===== config.mk =====
export PLATFORM = sky130hd
export DESIGN_NAME = run_length_encoder_top
export DESIGN_NICKNAME = d
export VERILOG_FILES = /design/src/rle_pkg.sv /design/src/rle_front.sv /design/src/rle_queue.sv /design/src/rle_back.sv /design/src/run_length_encoder_top.sv
export SDC_FILE = /design/constraint.sdc
export NUM_CORES = 1
export LEC_CHECK = 0
export BUFFER_PORTS_ARGS = -buffer_cell sky130_fd_sc_hd__buf_2
export CORE_AREA = 5 5 126 128
export CTS_CLUSTER_DIAMETER = 30
export DETAILED_ROUTE_END_ITERATION = 10
export DIE_AREA = 0 0 131 133
export PLACE_DENSITY_LB_ADDON = 0.15
export REMOVE_ABC_BUFFERS = 1
export SKIP_LAST_GASP = 1
export SYNTH_ARGS = -nofsm -noshare
export SYNTH_HDL_FRONTEND = slang
export SYNTH_SLANG_ARGS = --single-unit
export TNS_END_PERCENT = 10

===== constraint.sdc =====
create_clock -name clk -period 5.35 [get_ports clk]
set_input_delay 0.2675 -clock clk [delete_from_list [all_inputs] [get_ports clk]]
set_output_delay 0.2675 -clock clk [all_outputs]
set_load 0.03 [all_outputs]

===== src/rle_pkg.sv =====
package rle_pkg;

    // Depth of the queue between the classifier and the emitter.
    localparam int QUEUE_DEPTH = 4;
    localparam int QPTR_W      = 2;

    localparam logic [7:0] ASCII_ZERO = 8'h30;
    localparam logic [3:0] BCD_NINE   = 4'd9;

    // Control part of one queued request. The run count and the index of its
    // top nonzero digit travel beside it, since their widths follow the
    // count width.
    typedef struct packed {
        logic       do_close;  // emit the digits of the run count first
        logic       do_sym;    // emit the symbol after any digits
        logic       sat;       // the run count saturated
        logic       last;      // the final byte of this request ends the string
        logic [7:0] sym;
    } rle_entry_ctl_t;

    localparam int CTL_W = $bits(rle_entry_ctl_t);

endpackage


===== src/rle_front.sv =====
module rle_front
    import rle_pkg::*;
#(
    parameter int COUNT_DIGITS = 5
)
(
    input  logic                          clk,
    input  logic                          rst_n,
    input  logic                          in_valid,
    output logic                          in_ready,
    input  logic [7:0]                    sym,
    input  logic                          eos,
    input  logic                          queue_full,
    output logic                          push,
    output rle_entry_ctl_t                entry_ctl,
    output logic [COUNT_DIGITS-1:0][3:0]  entry_count,
    output logic [((COUNT_DIGITS > 1) ? $clog2(COUNT_DIGITS) : 1)-1:0] entry_top
);

    localparam int IDX_W = (COUNT_DIGITS > 1) ? $clog2(COUNT_DIGITS) : 1;
    localparam int CW    = 4 * COUNT_DIGITS;

    logic                          in_string_reg, in_string_next;
    logic [7:0]                    prev_reg, prev_next;
    logic [COUNT_DIGITS-1:0][3:0]  count_reg, count_next;
    logic                          ovf_reg, ovf_next;

    logic                          accept;
    logic                          same;
    logic                          lower_nines;
    logic [COUNT_DIGITS-1:0][3:0]  inc_count;
    logic [COUNT_DIGITS-1:0][3:0]  count_bumped;
    logic                          ovf_bumped;
    logic                          run_long;

    assign in_ready = !queue_full;
    assign accept   = in_valid && in_ready;
    assign same     = in_string_reg && (sym == prev_reg);
    assign run_long = (count_reg != '0) && (count_reg != CW'(1));

    // BCD increment: a digit steps when all digits below it hold nine.
    always_comb
    begin
        lower_nines = 1'b1;
        for (int i = 0; i < COUNT_DIGITS; i++)
        begin
            inc_count[i] = count_reg[i];
            if (lower_nines)
            begin
                inc_count[i] = (count_reg[i] == BCD_NINE) ? 4'd0 : count_reg[i] + 4'd1;
            end
            lower_nines = lower_nines && (count_reg[i] == BCD_NINE);
        end
    end

    // An all-nines count holds and raises the saturation flag.
    assign count_bumped = lower_nines ? count_reg : inc_count;
    assign ovf_bumped   = ovf_reg || lower_nines;

    // Classify the item into at most one request for the emitter.
    always_comb
    begin
        entry_ctl.sym  = sym;
        entry_ctl.last = eos;
        entry_count    = count_reg;
        entry_ctl.sat  = ovf_reg;
        priority if (!in_string_reg)
        begin
            entry_ctl.do_close = 1'b0;
            entry_ctl.do_sym   = 1'b1;
            push               = accept;
        end
        else if (same)
        begin
            entry_ctl.do_close = eos;
            entry_ctl.do_sym   = 1'b0;
            entry_count        = count_bumped;
            entry_ctl.sat      = ovf_bumped;
            push               = accept && eos;
        end
        else
        begin
            entry_ctl.do_close = run_long;
            entry_ctl.do_sym   = 1'b1;
            push               = accept;
        end
    end

    // Index of the most significant nonzero digit of the queued count.
    always_comb
    begin
        entry_top = '0;
        for (int i = 0; i < COUNT_DIGITS; i++)
        begin
            if (entry_count[i] != 4'd0)
            begin
                entry_top = IDX_W'(i);
            end
        end
    end

    // Run state update.
    always_comb
    begin
        in_string_next = in_string_reg;
        prev_next      = prev_reg;
        count_next     = count_reg;
        ovf_next       = ovf_reg;
        if (accept)
        begin
            priority if (eos)
            begin
                in_string_next = 1'b0;
                prev_next      = '0;
                count_next     = '0;
                ovf_next       = 1'b0;
            end
            else if (same)
            begin
                count_next = count_bumped;
                ovf_next   = ovf_bumped;
            end
            else
            begin
                in_string_next = 1'b1;
                prev_next      = sym;
                count_next     = CW'(1);
                ovf_next       = 1'b0;
            end
        end
    end

    always_ff @(posedge clk or negedge rst_n)
    begin
        if (!rst_n)
        begin
            in_string_reg <= 1'b0;
            prev_reg      <= '0;
            count_reg     <= '0;
            ovf_reg       <= 1'b0;
        end
        else
        begin
            in_string_reg <= in_string_next;
            prev_reg      <= prev_next;
            count_reg     <= count_next;
            ovf_reg       <= ovf_next;
        end
    end

`ifndef SYNTHESIS
    // An open run always has a count of at least one.
    a_open_run_counted: assert property (@(posedge clk) disable iff (!rst_n)
        in_string_reg |-> (count_reg != '0))
        else $error("open run with a zero count");

    // The final byte of a string closes it.
    a_eos_closes: assert property (@(posedge clk) disable iff (!rst_n)
        (accept && eos) |=> !in_string_reg)
        else $error("string still open after its final byte");
`endif

endmodule


===== src/rle_queue.sv =====
module rle_queue
    import rle_pkg::*;
#(
    parameter int DATA_W = 8
)
(
    input  logic              clk,
    input  logic              rst_n,
    input  logic              push,
    input  logic [DATA_W-1:0] wr_data,
    output logic              full,
    input  logic              pop,
    output logic              valid,
    output logic [DATA_W-1:0] rd_data
);

    logic [DATA_W-1:0] mem [QUEUE_DEPTH];
    logic [QPTR_W-1:0] wr_ptr_reg, wr_ptr_next;
    logic [QPTR_W-1:0] rd_ptr_reg, rd_ptr_next;
    logic [QPTR_W:0]   fill_reg, fill_next;

    assign full    = (fill_reg == (QPTR_W + 1)'(QUEUE_DEPTH));
    assign valid   = (fill_reg != '0);
    assign rd_data = mem[rd_ptr_reg];

    // Pointer and fill bookkeeping.
    always_comb
    begin
        wr_ptr_next = push ? wr_ptr_reg + QPTR_W'(1) : wr_ptr_reg;
        rd_ptr_next = pop  ? rd_ptr_reg + QPTR_W'(1) : rd_ptr_reg;
        fill_next   = fill_reg;
        unique case ({push, pop})
            2'b10:   fill_next = fill_reg + (QPTR_W + 1)'(1);
            2'b01:   fill_next = fill_reg - (QPTR_W + 1)'(1);
            default: fill_next = fill_reg;
        endcase
    end

    always_ff @(posedge clk)
    begin
        if (push)
        begin
            mem[wr_ptr_reg] <= wr_data;
        end
    end

    always_ff @(posedge clk or negedge rst_n)
    begin
        if (!rst_n)
        begin
            wr_ptr_reg <= '0;
            rd_ptr_reg <= '0;
            fill_reg   <= '0;
        end
        else
        begin
            wr_ptr_reg <= wr_ptr_next;
            rd_ptr_reg <= rd_ptr_next;
            fill_reg   <= fill_next;
        end
    end

`ifndef SYNTHESIS
    // The classifier never writes into a full queue.
    a_no_overflow: assert property (@(posedge clk) disable iff (!rst_n)
        push |-> (!full || pop))
        else $error("request written into a full queue");

    // The emitter never takes from an empty queue.
    a_no_underflow: assert property (@(posedge clk) disable iff (!rst_n)
        pop |-> valid)
        else $error("request taken from an empty queue");
`endif

endmodule


===== src/rle_back.sv =====
module rle_back
    import rle_pkg::*;
#(
    parameter int COUNT_DIGITS = 5
)
(
    input  logic                          clk,
    input  logic                          rst_n,
    input  logic                          entry_valid,
    input  rle_entry_ctl_t                entry_ctl,
    input  logic [COUNT_DIGITS-1:0][3:0]  entry_count,
    input  logic [((COUNT_DIGITS > 1) ? $clog2(COUNT_DIGITS) : 1)-1:0] entry_top,
    output logic                          pop,
    output logic                          out_valid,
    input  logic                          out_ready,
    output logic [7:0]                    out_data,
    output logic [1:0]                    out_user,
    output logic                          out_last
);

    localparam int IDX_W = (COUNT_DIGITS > 1) ? $clog2(COUNT_DIGITS) : 1;

    logic                          busy_reg, busy_next;
    logic                          digits_reg, digits_next;
    logic [IDX_W-1:0]              idx_reg, idx_next;
    rle_entry_ctl_t                ctl_reg, ctl_next;
    logic [COUNT_DIGITS-1:0][3:0]  count_reg, count_next;

    logic                          out_valid_reg, out_valid_next;
    logic [7:0]                    out_data_reg, out_data_next;
    logic [1:0]                    out_user_reg, out_user_next;
    logic                          out_last_reg, out_last_next;

    logic                          out_free;
    logic                          emit;
    logic                          final_byte;
    logic [7:0]                    cur_byte;
    logic                          cur_digit;
    logic                          cur_sat;

    assign out_free = !out_valid_reg || out_ready;
    assign emit     = busy_reg && out_free;

    // Byte of the current request: a count digit or the symbol.
    always_comb
    begin
        if (digits_reg)
        begin
            cur_byte   = ASCII_ZERO + {4'd0, count_reg[idx_reg]};
            cur_digit  = 1'b1;
            cur_sat    = ctl_reg.sat;
            final_byte = (idx_reg == '0) && !ctl_reg.do_sym;
        end
        else
        begin
            cur_byte   = ctl_reg.sym;
            cur_digit  = 1'b0;
            cur_sat    = 1'b0;
            final_byte = 1'b1;
        end
    end

    // The next request loads as the current one hands over its final byte.
    assign pop = entry_valid && (!busy_reg || (emit && final_byte));

    // Request sequencing.
    always_comb
    begin
        busy_next   = busy_reg;
        digits_next = digits_reg;
        idx_next    = idx_reg;
        ctl_next    = ctl_reg;
        count_next  = count_reg;
        if (pop)
        begin
            busy_next   = 1'b1;
            digits_next = entry_ctl.do_close;
            idx_next    = entry_top;
            ctl_next    = entry_ctl;
            count_next  = entry_count;
        end
        else if (emit)
        begin
            if (final_byte)
            begin
                busy_next = 1'b0;
            end
            else if (idx_reg == '0)
            begin
                digits_next = 1'b0;
            end
            else
            begin
                idx_next = idx_reg - IDX_W'(1);
            end
        end
    end

    // Output register.
    always_comb
    begin
        out_valid_next = out_valid_reg;
        out_data_next  = out_data_reg;
        out_user_next  = out_user_reg;
        out_last_next  = out_last_reg;
        if (emit)
        begin
            out_valid_next = 1'b1;
            out_data_next  = cur_byte;
            out_user_next  = {cur_sat, cur_digit};
            out_last_next  = final_byte && ctl_reg.last;
        end
        else if (out_ready)
        begin
            out_valid_next = 1'b0;
        end
    end

    always_ff @(posedge clk or negedge rst_n)
    begin
        if (!rst_n)
        begin
            busy_reg      <= 1'b0;
            digits_reg    <= 1'b0;
            idx_reg       <= '0;
            out_valid_reg <= 1'b0;
        end
        else
        begin
            busy_reg      <= busy_next;
            digits_reg    <= digits_next;
            idx_reg       <= idx_next;
            out_valid_reg <= out_valid_next;
        end
    end

    always_ff @(posedge clk)
    begin
        ctl_reg      <= ctl_next;
        count_reg    <= count_next;
        out_data_reg <= out_data_next;
        out_user_reg <= out_user_next;
        out_last_reg <= out_last_next;
    end

    assign out_valid = out_valid_reg;
    assign out_data  = out_data_reg;
    assign out_user  = out_user_reg;
    assign out_last  = out_last_reg;

`ifndef SYNTHESIS
    // Every queued request produces at least one byte.
    a_request_not_empty: assert property (@(posedge clk) disable iff (!rst_n)
        pop |-> (entry_ctl.do_close || entry_ctl.do_sym))
        else $error("empty request taken from the queue");

    // Digits are only sent for a request that closes a run.
    a_digits_need_close: assert property (@(posedge clk) disable iff (!rst_n)
        (emit && digits_reg) |-> ctl_reg.do_close)
        else $error("count digit sent for a request without a run end");
`endif

endmodule


===== src/run_length_encoder_top.sv =====
// Channel  | Signals                      | Contents
// ---------+------------------------------+-------------------------------------------
// s_axis   | tvalid, tready, tdata, tlast | symbol in, tlast marks the final byte
// m_axis   | tvalid, tready, tdata, tuser,| out_byte, count-digit/saturation flags,
//          | tlast                        | tlast on the final byte of the string
//
// The front takes one input byte per cycle while its 4-entry request queue has room.
// The back sends one output byte per cycle while m_axis_tready is high: a request expands
// into up to COUNT_DIGITS count digits, most significant first, then the symbol if any;
// the emitter drives m_axis from a single output register.
// A stalled m_axis holds its byte; the queue fills, then s_axis_tready drops.
// rst_n clears the run state, the queue and the output valid at once.
module run_length_encoder_top
    import rle_pkg::*;
#(
    parameter int COUNT_DIGITS = 5
)
(
    input  logic       clk,
    input  logic       rst_n,
    input  logic       s_axis_tvalid,
    output logic       s_axis_tready,
    input  logic [7:0] s_axis_tdata,   // [7:0] symbol
    input  logic       s_axis_tlast,   // end_of_string
    output logic       m_axis_tvalid,
    input  logic       m_axis_tready,
    output logic [7:0] m_axis_tdata,   // [7:0] out_byte
    output logic [1:0] m_axis_tuser,   // [0] is_count_digit, [1] run_saturated
    output logic       m_axis_tlast    // last_of_string
);

    localparam int IDX_W  = (COUNT_DIGITS > 1) ? $clog2(COUNT_DIGITS) : 1;
    localparam int CW     = 4 * COUNT_DIGITS;
    localparam int DATA_W = CTL_W + CW + IDX_W;

    logic                          push;
    logic                          pop;
    logic                          queue_full;
    logic                          queue_valid;
    rle_entry_ctl_t                wr_ctl;
    logic [COUNT_DIGITS-1:0][3:0]  wr_count;
    logic [IDX_W-1:0]              wr_top;
    logic [DATA_W-1:0]             wr_data;
    logic [DATA_W-1:0]             rd_data;
    rle_entry_ctl_t                rd_ctl;
    logic [COUNT_DIGITS-1:0][3:0]  rd_count;
    logic [IDX_W-1:0]              rd_top;

    // Classifier: tracks the run and turns each item into at most one request.
    rle_front #(
        .COUNT_DIGITS (COUNT_DIGITS)
    ) u_front (
        .clk         (clk),
        .rst_n       (rst_n),
        .in_valid    (s_axis_tvalid),
        .in_ready    (s_axis_tready),
        .sym         (s_axis_tdata),
        .eos         (s_axis_tlast),
        .queue_full  (queue_full),
        .push        (push),
        .entry_ctl   (wr_ctl),
        .entry_count (wr_count),
        .entry_top   (wr_top)
    );

    assign wr_data = {wr_ctl, wr_count, wr_top};

    // Request queue between the two sides.
    rle_queue #(
        .DATA_W (DATA_W)
    ) u_queue (
        .clk     (clk),
        .rst_n   (rst_n),
        .push    (push),
        .wr_data (wr_data),
        .full    (queue_full),
        .pop     (pop),
        .valid   (queue_valid),
        .rd_data (rd_data)
    );

    assign {rd_ctl, rd_count, rd_top} = rd_data;

    // Emitter: expands each request into output bytes.
    rle_back #(
        .COUNT_DIGITS (COUNT_DIGITS)
    ) u_back (
        .clk         (clk),
        .rst_n       (rst_n),
        .entry_valid (queue_valid),
        .entry_ctl   (rd_ctl),
        .entry_count (rd_count),
        .entry_top   (rd_top),
        .pop         (pop),
        .out_valid   (m_axis_tvalid),
        .out_ready   (m_axis_tready),
        .out_data    (m_axis_tdata),
        .out_user    (m_axis_tuser),
        .out_last    (m_axis_tlast)
    );

endmodule

==> results_dict.tcl, run 1 <==
set metrics [dict create \
    dpl.hpwl_mm 11.8 \
    fin_crit_ns 3.28 \
    final_max_slew_viol_count 0 \
    grt_use_total 0.244 \
    cts_tree "built" \
    grt_overflow 0 \
    cts_max_level 2 \
    syn_to_final_growth_pct 16.5 \
    largest_register_ffs 140 \
    yosysMostFrequentCell "edfxtp_1" \
    hp-class "in2reg" \
    critical_path.top_delay_family "simple AND/OR/NAND/NOR gates" \
    yosys-top-cells-area "edfxtp_1 57%, dfrtp_1 11%, mux4_2 9.1%" \
    drv_cap 0 \
    grt_pass1_wl_mm 31.5 \
    num_antenna_cells 0 \
    grt_pass1_vias 5630 \
    worst-path-buf-inv 1 \
    antenna_left 0 \
    power_uw 6370 \
    cellPowerDensity_nw_per_um2 568 \
    tightest_slew_ns 1.09 \
    leakagePower_uw 0.00403 \
    async_flop_share 0.191 \
    worstPathCellList "xnor2_1 -> nand3_2 -> or3_1 -> nor2_1 -> nor2_1 -> inv_2 -> ha_1 -> fa_1 -> mux2_2" \
    ys.flop_type "edfxtp_1" \
    synth_top_area_frac 0.568 \
    antenna_found_initial 0 \
    ys_ff_latch 225 \
    fin_util 0.761 \
    synthTopCellsByCount "182 x edfxtp_1, 49 x nand2_1, 43 x dfrtp_1" \
    cts_made_buffers 39 \
    whs_ns 0.0163 \
    syn_area_per_cell_um2 15.7 \
    vias 5491 \
    fin_crit_sh 0.613 \
    die_h_um 133 \
    die-area_um2 17400 \
    required_ns 5.74 \
    ioPinCount 26 \
    start_util 0.653 \
    drt_iter0_drc 410 \
    port_buffers 25 \
    rows 45 \
    cts_buffer_depth 3 \
    drcViolationCount 0 \
    core_area_um2 14800 \
    endpoint_kind "flip-flop" \
    syn_area_um2 9630 \
    finalNetCount 674 \
    fp.dieW_um 131 \
    cpMaxStageDelayCell "or3_1" \
    tns_ns 0 \
    synth-seq-area-share 0.679 \
    slowest_delay_ns 0.65 \
    crit_top_cell "nor2_1" \
    syn_inst 612 \
    setup_violations 0 \
    max_slew_margin 0.272 \
    cts.sinks 225 \
    cts_root_buf "clkbuf_16" \
    cp_max_fo 14 \
    ys_warn_count 0 \
    drtPass1Iterations 5 \
    fin_ws_ns 2.07 \
    crit_type "reg2reg" \
    clkLatencyLatePin_ns 0.51 \
    rsz0062_at_grt "false" \
    outcome "complete, no violations" \
    irDropWorstVdd_mv 0.491 \
    drt-wirelength-per-cell_um 23.3 \
    clock.fmax_mhz 305 \
    layout-drive-gt1-share 0.240 \
    wl_mm 20.3 \
    grt_start_max_net_pins 44 \
    start_kind "flip-flop" \
    yosysTopAreaCell "edfxtp_1" \
    clkTransAtPathRegs_ns 0.05 \
    hold_viol_final 0 \
    via_per_inst 6.30 \
    synth_edf_count 182 \
    place.gp.congestion 0.852 \
    place_ws_ns 2.11 \
    synth.distinct_cells 70 \
    crit_arrival_ns 3.66 \
    finClkSkew_ns 0.0230 \
]
## metrics by stage
stage,area [µm²],std cells
after CTS,11200,871
after floorplan,9470,578
final,11200,871
after detailed placement,9900,799
after global routing,11200,871
after global placement,9900,799
## area by class of cell
type                            count  area, µm²
Tap cell                          188        235
Inverter                           14       52.6
Clock buffer                       44       1030
Fill cell                         846       3530
Clock inverter                     27        285
Multi-Input combinational cell    339       2880
Timing Repair Buffer               34        195
Sequential cell                   225       6540
## worst reg2reg max path, stage by stage, from the launching register on
cell,delay [ns]
dfrtp_1,0.40
xnor2_1,0.28
nand3_2,0.20
or3_1,0.65
nor2_1,0.25
nor2_1,0.16
inv_2,0.27
ha_1,0.27
fa_1,0.42
mux2_2,0.27
## cell usage in the layout (no fill, tap or decap), types with 8 or more instances in the layout
cell type / instances
xnor2_1: 20
a21oi_1: 14
o31ai_1: 10
clkbuf_16: 40
and2_1: 9
a22o_1: 9
dfrtp_1: 42
nand3_1: 10
buf_2: 25
o21ai_0: 26
buf_4: 8
edfxtp_1: 182
nand2_1: 49
nor2_1: 36
mux4_2: 39
inv_1: 13
## metal layers
layer | global-route usage | vias to the layer above | part of all wire
li1 | - | 2466 | -
met1 | 0.327 | 2789 | 0.41
met2 | 0.392 | 212 | 0.50
met3 | 0.0739 | 24 | 0.072
met4 | 0.0646 | 0 | 0.015
met5 | 0 | - | 0
## worst paths after layout
kind	from	endpoint	slack [ns]	cells past startpoint
max	u_front.prev_reg[3]	u_queue.fill_reg[1]	2.07	9
min	s_axis_tdata[4]	u_queue.mem[2][27]	0.02	1
max reg2reg	u_front.prev_reg[3]	u_queue.fill_reg[1]	2.07	9
min reg2reg	u_back.ctl_reg[4]	u_back.out_data[4]	0.49	1
max in group asynchronous	rst_n	u_queue.rd_ptr_reg[0]	4.11	2
min in group asynchronous	rst_n	u_back.idx_reg[0]	0.51	2
## power breakdown
| part | internal, µW | switching, µW |
|---|---|---|
| Combinational | 542 | 789 |
| Clock | 1590 | 841 |
| Sequential | 2430 | 182 |
## cells by family (layout without fill, tap and decap cells)
logic type / Yosys count / in the layout / share of synthesized area
AO/OA/AOI/OAI: 96 / 96 / 0.0673
XOR/XNOR: 26 / 26 / 0.0244
adder cells (fa/ha/maj): 8 / 8 / 0.0112
buffers and inverters: 48 / 119 / 0.0218
flip-flops: 225 / 225 / 0.679
multiplexers: 48 / 48 / 0.102
AND/OR/NAND/NOR: 161 / 161 / 0.0940
## what timing repair did
action                     4_1_cts  5_1_grt
setup endpoints to repair        0        0
hold endpoints to repair         9        0
setup buffers                    0        0
resized for setup                0        0
hold buffers                     1        0
Power figures use the tool's default switching activity.
==> inputs of run 2 (changes only) <==
--- a/config.mk
+++ b/config.mk
@@ -5,11 +5,12 @@
 export SDC_FILE = /design/constraint.sdc
 export NUM_CORES = 1
 export LEC_CHECK = 0
+export ABC_AREA = 1
 export BUFFER_PORTS_ARGS = -buffer_cell sky130_fd_sc_hd__buf_2
-export CORE_AREA = 5 5 126 128
+export CORE_AREA = 5 5 140 142
 export CTS_CLUSTER_DIAMETER = 30
 export DETAILED_ROUTE_END_ITERATION = 10
-export DIE_AREA = 0 0 131 133
+export DIE_AREA = 0 0 145 147
 export PLACE_DENSITY_LB_ADDON = 0.15
 export REMOVE_ABC_BUFFERS = 1
 export SKIP_LAST_GASP = 1
==> constraint.sdc (replaced) <==
create_clock -name clk -period 2.8 [get_ports clk]
set_input_delay 0.14 -clock clk [delete_from_list [all_inputs] [get_ports clk]]
set_output_delay 0.14 -clock clk [all_outputs]
set_load 0.03 [all_outputs]
==> run 2 against run 1 <==
Net effect:
- via count increased by 25%
- highest routed layer unchanged
- die area increased by 22%
- sequential power grew 94%
==> results_dict.tcl, run 2 <==
set metrics [dict create \
    clkLatencyLatePin_ns 0.52 \
    antenna_left 0 \
    cts_buffer_depth 3 \
    hp-start "s_axis_tvalid" \
    wl_mm 22.1 \
    start_util 0.543 \
    drt_iter0_drc 530 \
    irDropWorstVdd_mv 0.790 \
    antenna_found_initial 0 \
    cp_max_fo 7 \
    die-area_um2 21300 \
    finClkSkew_ns 0.0162 \
    fin_crit_sh 0.900 \
    grt_start_max_net_pins 73 \
    yosys-top-cells-area "edfxtp_1 55%, dfrtp_1 11%, o21ai_0 5.9%" \
    synthTopCellsByCount "182 x edfxtp_1, 144 x nand2_1, 118 x nor2_1" \
    syn_area_um2 9950 \
    dpl_cell_area_um2 10500 \
    slowest_delay_ns 0.45 \
    mostFrequentLayoutCells "182 x edfxtp_1, 144 x nand2_1, 117 x o21ai_0" \
    fin_area_um2 12100 \
    clkTransAtPathRegs_ns 0.05 \
    finalNetCount 1006 \
    grt_use_total 0.211 \
    fp.dieW_um 145 \
    worst-path-buf-inv 1 \
    layout-drive-gt1-share 0.185 \
    worstHoldEndpoint "u_front.ovf_reg" \
    syn_area_per_cell_um2 10.9 \
    outcome "complete, no violations" \
    synth-seq-area-share 0.657 \
    fin_util 0.660 \
    synth_edf_count 182 \
    ioPinCount 26 \
    grt_overflow 0 \
    rsz0062_at_grt "false" \
    async_flop_share 0.191 \
    ys.flop_type "edfxtp_1" \
    drcViolationCount 0 \
    vias 6840 \
    leakagePower_uw 0.00493 \
    power_uw 13600 \
    worstPathCellList "inv_1 -> ha_1 -> nand2_1 -> o21ai_1 -> a21oi_1 -> nor2_4 -> ha_1 -> fa_1 -> a21oi_1 -> o21ai_0 -> xnor2_1" \
    hold_viol_final 0 \
    cts_root_buf "clkbuf_16" \
    worstSetupStartpoint "u_back.idx_reg[1]" \
    tns_ns 0 \
    cts_max_level 2 \
    drv_cap 0 \
    hp-class "in2reg" \
    cpMaxStageDelayCell "fa_1" \
    setup_violations 0 \
    critical_path.top_delay_family "adder cells" \
    syn_to_final_growth_pct 21.6 \
    crit_arrival_ns 2.92 \
    cellPowerDensity_nw_per_um2 1130 \
    required_ns 3.20 \
    reg2reg_slack_ns 0.28 \
    ys_warn_count 0 \
    clock.fmax_mhz 397 \
    drt-wirelength-per-cell_um 17.6 \
    drtPass1Iterations 5 \
    port_buffers 25 \
    final_max_slew_viol_count 0 \
    largest_register_ffs 140 \
    synth_top_area_frac 0.549 \
    crit_type "reg2reg" \
    fin_crit_ns 2.52 \
    core_area_um2 18300 \
    whs_path_depth 5 \
    cts.sinks 225 \
    dpl.hpwl_mm 13.7 \
    num_antenna_cells 0 \
    yosysMostFrequentCell "edfxtp_1" \
    r2r_cells 11 \
    yosysTopAreaCell "edfxtp_1" \
    max_slew_margin 0.417 \
    grt_pass1_vias 6691 \
    endpoint_kind "flip-flop" \
    cts_made_buffers 44 \
    via_per_inst 5.46 \
    r2r-start "u_back.idx_reg[1]" \
    final_common_cell "edfxtp_1" \
    synth.distinct_cells 41 \
    syn_inst 915 \
    postCtsSetupBuffers 0 \
    ys_ff_latch 225 \
    cts_tree "built" \
    place.gp.congestion 0.837 \
    timing.rr.end "u_queue.fill_reg[2]" \
    start_kind "flip-flop" \
    die_h_um 147 \
    rows 50 \
    grt_pass1_wl_mm 35.6 \
    tightest_slew_ns 0.875 \
]
run 2: per-layer routing:
| layer | global-route usage | up-vias | part of all wire |
|---|---|---|---|
| li1 | - | 3346 | - |
| met1 | 0.290 | 3267 | 0.44 |
| met2 | 0.337 | 180 | 0.47 |
| met3 | 0.0472 | 47 | 0.060 |
| met4 | 0.0664 | 0 | 0.023 |
| met5 | 0 | - | 0 |
run 2: cell families after synthesis:
group           Yosys count  synth area share
flops                   225             0.657
xor+xnor                 11           0.00968
compound gates          202             0.113
mux                       1           0.00113
simple gates            348             0.160
fa+ha+maj                 8            0.0108
buf+inv                 120            0.0479
run 2: worst reg2reg max path: stages, from the launching register on:
cell     delay, ns
dfrtp_1       0.43
inv_1         0.14
ha_1          0.20
nand2_1       0.13
o21ai_1       0.09
a21oi_1       0.27
nor2_4        0.05
ha_1          0.24
fa_1          0.45
a21oi_1       0.15
o21ai_0       0.11
xnor2_1       0.13
run 2: cell type report:
cell class | count | area [µm²]
repair buffers | 58 | 463
well taps | 234 | 293
clock inverters | 28 | 333
inverters | 86 | 323
clock buffers | 52 | 1180
multi-input cells | 570 | 2970
fillers | 1390 | 6230
flip-flops and latches | 225 | 6540
run 2: per-stage QoR:
step                hold WS (ns)  std cells  worst slack, ns
floorplan                 -0.156        881           -0.810
global placement           0.295       1162            0.386
detailed placement         0.295       1162            0.275
CTS                       0.0652       1253            0.279
global route               0.109       1253           0.0773
finish                    0.0840       1253            0.281
run 2: how the worst max path moves through the flow:
stage | endpoint | slack (ns) | cells after the start
final | u_queue.fill_reg[2] | 0.28 | 11
after global routing | u_queue.fill_reg[2] | 0.08 | 11
after global placement | u_queue.fill_reg[2] | 0.39 | 11
after detailed placement | u_queue.fill_reg[2] | 0.27 | 11
after floorplan | u_queue.mem[0][0] | -0.81 | 11
after CTS | u_queue.fill_reg[2] | 0.28 | 11
run 2: repair_timing:
action | CTS | global route
hold buffers | 11 | 0
resized for setup | 0 | 0
hold endpoints to repair | 74 | 0
run 2: where the power goes:
part	switching [µW]	leakage [µW]	total, µW	internal (µW)
clock network	1680	0.000730	5250	3570
registers	302	0.00227	5060	4760
logic	2300	0.00193	3330	1020
